$ cat src/rtl/usph_pkg.sv
package usph_pkg;

    localparam int COUNT_BITS = 8;

    localparam int DIV_NW = 25;
    localparam int DIV_DW = COUNT_BITS + 1;
    localparam int DIV_LAT = DIV_NW;
    localparam int SIN_LAT = 5;
    localparam int MATH_LAT = 3;
    localparam int FRONT_LAT = DIV_LAT + SIN_LAT + MATH_LAT;

    localparam int QUEUE_DEPTH = 4;
    localparam int QPTR_W = $clog2(QUEUE_DEPTH);

    localparam int PADDR_W = 4;

    localparam logic [30:0] SIN_A = 31'd1685472549;
    localparam logic [29:0] SIN_B = 30'd686590538;
    localparam logic [26:0] SIN_C = 27'd74859813;

    localparam logic [1:0] KIND_VERTEX = 2'd0;
    localparam logic [1:0] KIND_CELL   = 2'd1;
    localparam logic [1:0] KIND_ERROR  = 2'd2;

    localparam logic [1:0] REG_STACK  = 2'd0;
    localparam logic [1:0] REG_SECTOR = 2'd1;
    localparam logic [1:0] REG_RADIUS = 2'd2;

    typedef struct packed {
        logic [COUNT_BITS-1:0] stack_count;
        logic [COUNT_BITS-1:0] sector_count;
        logic [15:0]           sphere_radius;
    } usph_cfg_t;

    typedef struct packed {
        logic [1:0]  kind;
        logic [15:0] pos_x;
        logic [15:0] pos_y;
        logic [15:0] pos_z;
        logic [15:0] norm_x;
        logic [15:0] norm_y;
        logic [15:0] norm_z;
        logic [15:0] tex_u;
        logic [15:0] tex_v;
        logic [15:0] k1;
        logic [15:0] k2;
        logic        upper;
        logic        lower;
    } usph_item_t;

    typedef struct packed {
        logic [15:0] pos_x;
        logic [15:0] pos_y;
        logic [15:0] pos_z;
        logic [15:0] norm_x;
        logic [15:0] norm_y;
        logic [15:0] norm_z;
        logic [15:0] tex_u;
        logic [15:0] tex_v;
        logic [15:0] vertex_index;
        logic        last;
        logic        status;
    } usph_result_t;

endpackage

$ cat src/rtl/usph_queue.sv
module usph_queue (
    input  logic                  clk,
    input  logic                  rst_n,
    input  logic                  push,
    input  usph_pkg::usph_item_t  push_item,
    input  logic                  pop,
    output logic                  full,
    output logic                  empty,
    output usph_pkg::usph_item_t  head
);
    import usph_pkg::*;

    usph_item_t        mem_reg [QUEUE_DEPTH];
    logic [QPTR_W-1:0] wr_ptr_reg;
    logic [QPTR_W-1:0] rd_ptr_reg;
    logic [QPTR_W:0]   count_reg;
    logic              do_push;
    logic              do_pop;

    assign full    = count_reg == (QPTR_W + 1)'(QUEUE_DEPTH);
    assign empty   = count_reg == '0;
    assign do_push = push && !full;
    assign do_pop  = pop && !empty;
    assign head    = mem_reg[rd_ptr_reg];

    always_ff @(posedge clk)
    begin
        if (do_push)
            mem_reg[wr_ptr_reg] <= push_item;
    end

    always_ff @(posedge clk or negedge rst_n)
    begin
        if (!rst_n)
        begin
            wr_ptr_reg <= '0;
            rd_ptr_reg <= '0;
            count_reg  <= '0;
        end
        else
        begin
            if (do_push)
                wr_ptr_reg <= wr_ptr_reg + 1'b1;
            if (do_pop)
                rd_ptr_reg <= rd_ptr_reg + 1'b1;
            if (do_push && !do_pop)
                count_reg <= count_reg + 1'b1;
            else if (do_pop && !do_push)
                count_reg <= count_reg - 1'b1;
        end
    end

endmodule

$ cat config.mk
export PLATFORM = sky130hd
export DESIGN_NAME = usph_queue
export DESIGN_NICKNAME = d
export VERILOG_FILES = /design/src/rtl/usph_pkg.sv /design/src/rtl/usph_queue.sv
export SDC_FILE = /design/constraint.sdc
export NUM_CORES = 1
export LEC_CHECK = 0
export BUFFER_PORTS_ARGS = -buffer_cell sky130_fd_sc_hd__clkbuf_2
export CAP_MARGIN = 25
export CORE_UTILIZATION = 51
export DETAILED_ROUTE_END_ITERATION = 8
export GPL_TIMING_DRIVEN = 0
export PLACE_DENSITY = 0.75
export SETUP_SLACK_MARGIN = 0.1
export SLEW_MARGIN = 20
export SYNTH_ARGS = -nofsm -noshare
export SYNTH_HDL_FRONTEND = slang
export SYNTH_SLANG_ARGS = --single-unit
$ cat constraint.sdc
create_clock -name clk -period 5.3 [get_ports clk]
set_input_delay 0.53 -clock clk [delete_from_list [all_inputs] [get_ports clk]]
set_output_delay 0.53 -clock clk [all_outputs]
set_load 0.03 [all_outputs]
==> impl_metrics.toml <==
[yosys]
synthMostInstantiatedCell = "edfxtp_1"
netlist.area_leader.share_pct = 81.76
synth_area_leaders = "edfxtp_1, mux4_2, buf_6"
yosys.area.top_type = "edfxtp_1"
synth_fp_nets = 1067
async_flop_share_pct = 1.056
synth_edf_count = 656
synth_common_cells = "edfxtp_1, mux4_2, buf_2, buf_6, dfrtp_1"
netlist_area_um2 = 24090
synth_cell_types = 20
ys_warn_count = 0
ys.flop_type = "edfxtp_1"
synth-seq-cells = 663
syn-instance-count = 893
syn_area_per_cell_um2 = 26.98
seq_area_frac_synth_pct = 82.48

[sta]
worstMarginPinSlew_ns = 0.7108
final.min_clock_period_ns = 2.963
skew_ns = 0.01788
fin_tns_setup_ns = 0
maxSlewHeadroom_pct = 52.62
setup_ws_ns = 2.337
setup_violations = 0
timing.final.crit_share_pct = 55.90
rsz0062_at_grt = "false"
drv_slew = 0
fmax_ghz = 0.3375
hold_viol_final = 0

[worst_setup_path]
crit_chain = "clkbuf_1, buf_2, mux4_2, clkbuf_2"
startpoint_type = "register"
critPathKind = "register to primary output"
critPathCaptureType = "primary output"
crit_slowest_cell = "clkbuf_1"
slowest_delay_ns = 0.47
worstPathArrival_ns = 2.43
crit_fanout = 10
crit_required_ns = 4.77

[floorplanning]
die_h_um = 219.4
coreArea_um2 = 46560
die_area_um2 = 48120
initial_utilization_pct = 51.75
ios = 334
num_rows = 79
die_width_um = 219.4

[global_routing]
grt_pass1_wl_um = 66970
grt_pass1_vias = 11250
grt_start_max_net_pins = 48
antenna_found_initial = 0
overflow = 0
grt_use_total_pct = 18.97

[cts]
clock-sinks = 663
cts_setup_buffers = 0
clockBufferDepth = 3
clock_latency_ns = 0.58
cts_inserted_buffers = 67
cts_tree = "yes"
clk_pin_slew_ns = 0.06
htreeDepth = 3
clock-root-buffer = "clkbuf_16"

[power]
p_leak_nw = 9.969
power_density_nw_per_um2 = 612.4
vdd_drop_max_uv = 448.4

[place]
hpwl_um = 29200
gp_congestion = 0.7282
dp_slack_ns = 2.661
place.port_buffers = 333

[finish]
multiInputGateArea_um2 = 3919
area_growth_pct = 20.01
num_antenna_cells = 0
layout.nets = 1485
drive_gt1_share_pct = 47.24
ff_latch_area_um2 = 19870
largest_register_ffs = 656
fillCellCount = 3122

[detailed_routing]
met1_length_um = 17510
totalWireLength_um = 45160
wl_met3_um = 4081
wl_per_cell_um = 22.97
drt_iter0_drc = 681
wl_met2_um = 22770
drc = 0
via_per_inst = 5.520
dr.pass1.iters = 4
ant_nets = 0
highest_layer = "met4"
vias = 10850

[flow_run]
cap_viol_max_count = 0

[min_path]
hold_class = "input pin to register"

[outcome]
run_status = "completed"
==> worst max-delay path, delay by kind of cell (launching register included) <==
kind	cells	cell delay (ns)
DFF	1	0.40
muxes	1	0.37
buffers and inverters	3	1.08
==> per-stage QoR <==
| stage | instance area (um^2) | total power, W | std cells | hold WS, ns | utilization [%] |
|---|---|---|---|---|---|
| 6_report | 28920 | 0.01771 | 1966 | 0.1555 | 62.11 |
| 5_1_grt | 28920 | 0.01849 | 1966 | 0.1288 | 62.11 |
| 3_5_place_dp | 26910 | 0.01364 | 1848 | 0.3827 | 57.80 |
| 3_3_place_gp | 26530 | 0.01353 | 1833 | 0.3834 | 56.98 |
| 2_1_floorplan | 24100 | 0.01169 | 893 | 0.2344 | - |
| 4_1_cts | 28920 | 0.01797 | 1966 | 0.1067 | 62.11 |
==> repair_timing <==
action	4_1_cts	5_1_grt
hold buffers	1	0
resized for setup	0	0
hold endpoints to repair	7	0
==> cells in the final DEF, fill, tap and decap left out, types with 5 or more instances in the layout <==
cell and count:
buf_16 11, buf_2 18, buf_6 16, clkbuf_1 14
clkbuf_16 68, clkbuf_2 333, clkinv_1 17, clkinv_2 11
dfrtp_1 7, edfxtp_1 656, ha_1 5, inv_6 6
mux4_2 164
==> cell type report <==
cell class | count | share of cell area (%)
sequential | 663 | 68.73
timing repair buffer | 349 | 7.105
clock buffer | 79 | 6.027
inverter | 4 | 0.05192
clock inverter | 38 | 0.8827
buffer | 38 | 1.025
tap | 607 | 2.626
multi-input combinational | 188 | 13.55
==> power by group <==
part | switching [W] | internal [W]
logic | 0.00401 | 0.00228
clock network | 0.00184 | 0.00245
registers | 0.000210 | 0.00691
==> per-layer routing <==
metal	track usage, %	up-vias
met5	0	-
met3	6.251	54
met4	6.157	0
met2	30.74	364
met1	24.28	5688
li1	-	4746
==> kinds of logic after synthesis <==
family,synth area share [%]
xor+xnor,0.2181
flops,82.48
fa+ha+maj,0.3427
buf+inv,1.293
simple gates,0.2389
mux,15.42
==> path summary, 6_finish.rpt <==
path / slack, ns / depth (start not counted) / startpoint / to
worst max-delay path: 2.34 / 4 / rd_ptr_reg[1]$_DFFE_PN0P_ / head[110]
worst min register to register: 0.49 / 1 / count_reg[2]$_DFFE_PN0P_ / count_reg[2]$_DFFE_PN0P_
worst max register to register: 2.76 / 6 / count_reg[2]$_DFFE_PN0P_ / mem_reg[1][71]$_DFFE_PP_
min in group asynchronous: 0.35 / 2 / rst_n / count_reg[2]$_DFFE_PN0P_
worst min-delay path: 0.16 / 1 / push_item[10] / mem_reg[3][10]$_DFFE_PP_
max in group asynchronous: 4.78 / 2 / rst_n / wr_ptr_reg[1]$_DFFE_PN0P_
Power figures use the tool's default switching activity.
