--- src/rtl/usph_pkg.sv ---
package usph_pkg;

    localparam int COUNT_BITS = 8;

    localparam int DIV_NW = 25;
    localparam int DIV_DW = COUNT_BITS + 1;
    localparam int DIV_LAT = DIV_NW;
    localparam int SIN_LAT = 5;
    localparam int MATH_LAT = 3;
    localparam int FRONT_LAT = DIV_LAT + SIN_LAT + MATH_LAT;

    localparam int QUEUE_DEPTH = 4;
    localparam int QPTR_W = $clog2(QUEUE_DEPTH);

    localparam int PADDR_W = 4;

    localparam logic [30:0] SIN_A = 31'd1685472549;
    localparam logic [29:0] SIN_B = 30'd686590538;
    localparam logic [26:0] SIN_C = 27'd74859813;

    localparam logic [1:0] KIND_VERTEX = 2'd0;
    localparam logic [1:0] KIND_CELL   = 2'd1;
    localparam logic [1:0] KIND_ERROR  = 2'd2;

    localparam logic [1:0] REG_STACK  = 2'd0;
    localparam logic [1:0] REG_SECTOR = 2'd1;
    localparam logic [1:0] REG_RADIUS = 2'd2;

    typedef struct packed {
        logic [COUNT_BITS-1:0] stack_count;
        logic [COUNT_BITS-1:0] sector_count;
        logic [15:0]           sphere_radius;
    } usph_cfg_t;

    typedef struct packed {
        logic [1:0]  kind;
        logic [15:0] pos_x;
        logic [15:0] pos_y;
        logic [15:0] pos_z;
        logic [15:0] norm_x;
        logic [15:0] norm_y;
        logic [15:0] norm_z;
        logic [15:0] tex_u;
        logic [15:0] tex_v;
        logic [15:0] k1;
        logic [15:0] k2;
        logic        upper;
        logic        lower;
    } usph_item_t;

    typedef struct packed {
        logic [15:0] pos_x;
        logic [15:0] pos_y;
        logic [15:0] pos_z;
        logic [15:0] norm_x;
        logic [15:0] norm_y;
        logic [15:0] norm_z;
        logic [15:0] tex_u;
        logic [15:0] tex_v;
        logic [15:0] vertex_index;
        logic        last;
        logic        status;
    } usph_result_t;

endpackage

--- src/rtl/usph_back.sv ---
module usph_back (
    input  logic                    clk,
    input  logic                    rst_n,
    input  logic                    q_empty,
    input  usph_pkg::usph_item_t    q_head,
    output logic                    q_pop,
    input  logic                    pop,
    output logic                    empty,
    output usph_pkg::usph_result_t  word
);
    import usph_pkg::*;

    logic         out_vld_reg;
    usph_result_t out_reg;
    usph_result_t result_next;
    logic         started_reg;
    logic [2:0]   pos_reg;
    logic [2:0]   pos;
    logic [2:0]   start;
    logic [2:0]   stop;
    logic         is_cell;
    logic         none;
    logic         fin;
    logic         can_load;
    logic         emit;
    logic [15:0]  corner;

    assign is_cell  = q_head.kind == KIND_CELL;
    assign start    = q_head.upper ? 3'd0 : 3'd3;
    assign stop     = q_head.lower ? 3'd5 : 3'd2;
    assign none     = is_cell && !q_head.upper && !q_head.lower;
    assign pos      = started_reg ? pos_reg : start;
    assign fin      = !is_cell || (pos == stop);
    assign can_load = !out_vld_reg || pop;
    assign emit     = !q_empty && !none && can_load;
    assign q_pop    = !q_empty && (none || (can_load && fin));

    // upper triangle then lower triangle
    always_comb
    begin
        case (pos)
            3'd0:    corner = q_head.k1;
            3'd1:    corner = q_head.k2;
            3'd2:    corner = 16'(q_head.k1 + 16'd1);
            3'd3:    corner = 16'(q_head.k1 + 16'd1);
            3'd4:    corner = q_head.k2;
            3'd5:    corner = 16'(q_head.k2 + 16'd1);
            default: corner = q_head.k1;
        endcase
    end

    always_comb
    begin
        result_next = '0;
        case (q_head.kind)
            KIND_VERTEX:
            begin
                result_next.pos_x  = q_head.pos_x;
                result_next.pos_y  = q_head.pos_y;
                result_next.pos_z  = q_head.pos_z;
                result_next.norm_x = q_head.norm_x;
                result_next.norm_y = q_head.norm_y;
                result_next.norm_z = q_head.norm_z;
                result_next.tex_u  = q_head.tex_u;
                result_next.tex_v  = q_head.tex_v;
                result_next.last   = 1'b1;
            end
            KIND_CELL:
            begin
                result_next.vertex_index = corner;
                result_next.last         = fin;
            end
            default:
            begin
                result_next.last   = 1'b1;
                result_next.status = 1'b1;
            end
        endcase
    end

    always_ff @(posedge clk)
    begin
        if (emit)
            out_reg <= result_next;
    end

    always_ff @(posedge clk or negedge rst_n)
    begin
        if (!rst_n)
        begin
            out_vld_reg <= 1'b0;
            started_reg <= 1'b0;
            pos_reg     <= '0;
        end
        else
        begin
            if (can_load)
                out_vld_reg <= emit;
            if (emit)
            begin
                if (fin)
                    started_reg <= 1'b0;
                else
                begin
                    started_reg <= 1'b1;
                    pos_reg     <= 3'(pos + 3'd1);
                end
            end
        end
    end

    assign empty = !out_vld_reg;
    assign word  = out_reg;

endmodule

--- config.mk ---
export PLATFORM = sky130hd
export DESIGN_NAME = usph_back
export DESIGN_NICKNAME = d
export VERILOG_FILES = /design/src/rtl/usph_pkg.sv /design/src/rtl/usph_back.sv
export SDC_FILE = /design/constraint.sdc
export NUM_CORES = 1
export LEC_CHECK = 0
export CAP_MARGIN = 15
export CORE_AREA = 5 5 137 100
export CTS_BUF_LIST = sky130_fd_sc_hd__clkbuf_16
export CTS_CLUSTER_DIAMETER = 50
export DETAILED_ROUTE_END_ITERATION = 6
export DIE_AREA = 0 0 142 105
export DONT_BUFFER_PORTS = 1
export GPL_ROUTABILITY_DRIVEN = 1
export PLACE_DENSITY = 0.74
export SLEW_MARGIN = 20
export SYNTH_ARGS = -nofsm -noshare
export SYNTH_HDL_FRONTEND = slang
export SYNTH_SLANG_ARGS = --single-unit
--- constraint.sdc ---
create_clock -name clk -period 8.4 [get_ports clk]
set_input_delay 1.68 -clock clk [delete_from_list [all_inputs] [get_ports clk]]
set_output_delay 1.68 -clock clk [all_outputs]
set_load 0.01 [all_outputs]
==> flow_metrics.env <==
export IMPL_r2r_start="started_reg$_DFFE_PN0P_"
export IMPL_cts_hold_buf=0
export IMPL_drv_slew=0
export IMPL_ir_drop_uv=148
export IMPL_synthTopCellsByArea="edfxtp_1 65%, and2_1 12%, dfrtp_1 1.9%"
export IMPL_synth_area_leader_cell="edfxtp_1"
export IMPL_nets=670
export IMPL_skew_ns=0.00819
export IMPL_setup_violations=0
export IMPL_leakagePower_nw=2.70
export IMPL_synth_edf_count=146
export IMPL_clk_latency_ns=0.41
export IMPL_gp_congestion=0.985
export IMPL_drive_above_1_share_pct=9.45
export IMPL_relSlewSlack_pct=37.5
export IMPL_p_comb_share_pct=9.4
export IMPL_status="completed"
export IMPL_drtIter0Drc=406
export IMPL_overflow=0
export IMPL_core_um2=12200
export IMPL_p_clk_share_pct=39.7
export IMPL_internal_power_mw=1.37
export IMPL_rrSetupSlack_ns=4.66
export IMPL_die_w_um=142
export IMPL_path_clk_slew_ns=0.06
export IMPL_clockBufferDepth=2
export IMPL_finalInstanceArea_um2=7440
export IMPL_fill_cells=941
export IMPL_grt_pass1_wl_mm=25.7
export IMPL_async_reset_ff_share_pct=3.31
export IMPL_period_share_pct=56.2
export IMPL_yosysSeqAreaShare_pct=66.8
export IMPL_p_seq_share_pct=51.0
export IMPL_path_class="input pin to output port"
export IMPL_io_pins=316
export IMPL_switchingPower_mw=0.482
export IMPL_layout_common_cells="146 x edfxtp_1, 128 x and2_1, 28 x nand2_1"
export IMPL_worst_hold_path_type="flop to flop"
export IMPL_dieArea_um2=14900
export IMPL_setup_tns_final_ns=0
export IMPL_place_area_um2=6870
export IMPL_slowest_stage="nor3_1"
export IMPL_cts_setup_buffers=0
export IMPL_syn_cell_area_um2=6760
export IMPL_ys_ff_latch=151
export IMPL_cts_sinks=151
export IMPL_synth_distinct_cells=54
export IMPL_cts_made_buffers=17
export IMPL_cp_max_fo=19
export IMPL_yosys_warnings=0
export IMPL_start_kind="input pin"
export IMPL_cp_arrival_ns=3.04
export IMPL_crit_start="q_head[163]"
export IMPL_worstPathCellList="nand2b_1, nor3_1, a21oi_1, nor2_1"
export IMPL_final_antenna_net_count=0
export IMPL_utilization_pct=61.1
export IMPL_syn2layout_area_growth_pct=10.1
export IMPL_path_buf_inv=0
export IMPL_start_util_pct=55.5
export IMPL_largest_reg_flops=146
export IMPL_cp_top_family="simple AND/OR/NAND/NOR gates"
export IMPL_ctsResizeCount=0
export IMPL_worst_slew_pin_slew_ns=0.931
export IMPL_cts_tree="yes"
export IMPL_drc=0
export IMPL_period_needed_ns=4.72
export IMPL_detail_route_wl_per_cell_um=26.0
export IMPL_via_count=4138
export IMPL_maxCapViolCount=0
export IMPL_final_common_cell="edfxtp_1"
export IMPL_critPathRequiredTime_ns=6.72
export IMPL_dp_cells=639
export IMPL_dpl_hpwl_mm=12.6
export IMPL_max_freq_mhz=212
export IMPL_firstDrtPassIters=5
export IMPL_yosysTopAreaCellShare_pct=64.9
export IMPL_grt_pass1_vias=4018
export IMPL_swShare_pct=26.1
export IMPL_worstHoldStart="out_vld_reg$_DFFE_PN0P_"
export IMPL_hold_viol=0
export IMPL_synthCells=501
export IMPL_end_kind="output port"
export IMPL_antenna_found_initial=5
export IMPL_powerDensity_nw_per_um2=248
export IMPL_synth_net_count=675
export IMPL_dp_slack_ns=3.66
export IMPL_rsz0062_at_grt="no"
export IMPL_finalWorstSetupSlack_ns=3.68
export IMPL_instances_no_fill=671
export IMPL_cts_max_level=4
export IMPL_grt_usage_pct=22.8
export IMPL_via_per_inst=6.17
export IMPL_grt_max_degree=143
export IMPL_syn_avg_cell_area_um2=13.5
export IMPL_routed_wl_mm=17.4
export IMPL_io_buffers=0
export IMPL_core_rowCount=34
export IMPL_synth_flop_cell="edfxtp_1"
export IMPL_cts_root_buf="clkbuf_16"
export IMPL_dieHeight_um=105
export IMPL_cp_slowest_stage_delay_ns=0.57
==> layer usage <==
layer	global-route usage, %	vias to the layer above	routed length, um
met5	0	-	44
met4	5.89	8	290
met3	10.5	36	2190
met2	37.3	312	8600
met1	27.5	1945	6290
li1	-	1837	-
==> layout make-up <==
class / instances / area (um2) / share of cell area (%)
Inverter: 7 / 26.3 / 0.353
Clock buffer: 17 / 425 / 5.72
Clock inverter: 14 / 141 / 1.90
Timing Repair Buffer: 2 / 27.5 / 0.370
Sequential cell: 151 / 4510 / 60.6
Antenna cell: 1 / 2.50 / 0.0336
Tap cell: 162 / 203 / 2.72
Multi-Input combinational cell: 317 / 2100 / 28.3
==> power groups by stage <==
stage          Sequential (mW)  Clock (mW)  Combinational [mW]
2_1_floorplan            0.947           0               0.138
3_3_place_gp             0.958           0               0.164
3_5_place_dp             0.959           0               0.172
4_1_cts                  0.944       0.746               0.172
5_1_grt                  0.946       0.784               0.192
6_report                 0.942       0.733               0.173
==> Yosys cell counts (8+ instances only) <==
master,count
and2_1,128
a22oi_1,8
and3_1,8
o21ai_0,12
edfxtp_1,146
nor2_1,10
nand3_1,9
clkbuf_1,18
nand2_1,28
mux2i_1,11
a21oi_1,12
==> through the flow <==
step | hold WS [ns] | power, mW
floorplan | 0.477 | 1.08
global placement | 0.498 | 1.12
detailed placement | 0.528 | 1.13
CTS | 0.541 | 1.86
global route | 0.577 | 1.92
finish | 0.542 | 1.85
==> tightest hold or removal path, stage by stage, from the launching register on <==
cell and delay, ns:
dfrtp_1 0.35, nand2b_1 0.07, o21ai_0 0.08
==> worst paths after layout <==
| check | depth (start not counted) | endpoint |
|---|---|---|
| worst max-delay path | 4 | q_pop |
| worst min-delay path | 2 | out_vld_reg$_DFFE_PN0P_ |
| worst max register to register | 12 | word[12]$_SDFFCE_PP0P_ |
| worst min register to register | 2 | out_vld_reg$_DFFE_PN0P_ |
| max in group asynchronous | 0 | pos_reg[0]$_DFFE_PN0P_ |
| min in group asynchronous | 0 | started_reg$_DFFE_PN0P_ |
==> kinds of logic after synthesis <==
| family | synth area share (%) |
|---|---|
| AOI/OAI and AO/OA | 6.33 |
| xor gates and xnor gates | 1.04 |
| adders and majority gates | 1.11 |
| buffers and inverters | 2.32 |
| DFF | 66.8 |
| muxes | 2.13 |
| and+or+nand+nor | 20.3 |
Note: power is estimated with default switching activity, not from simulation.
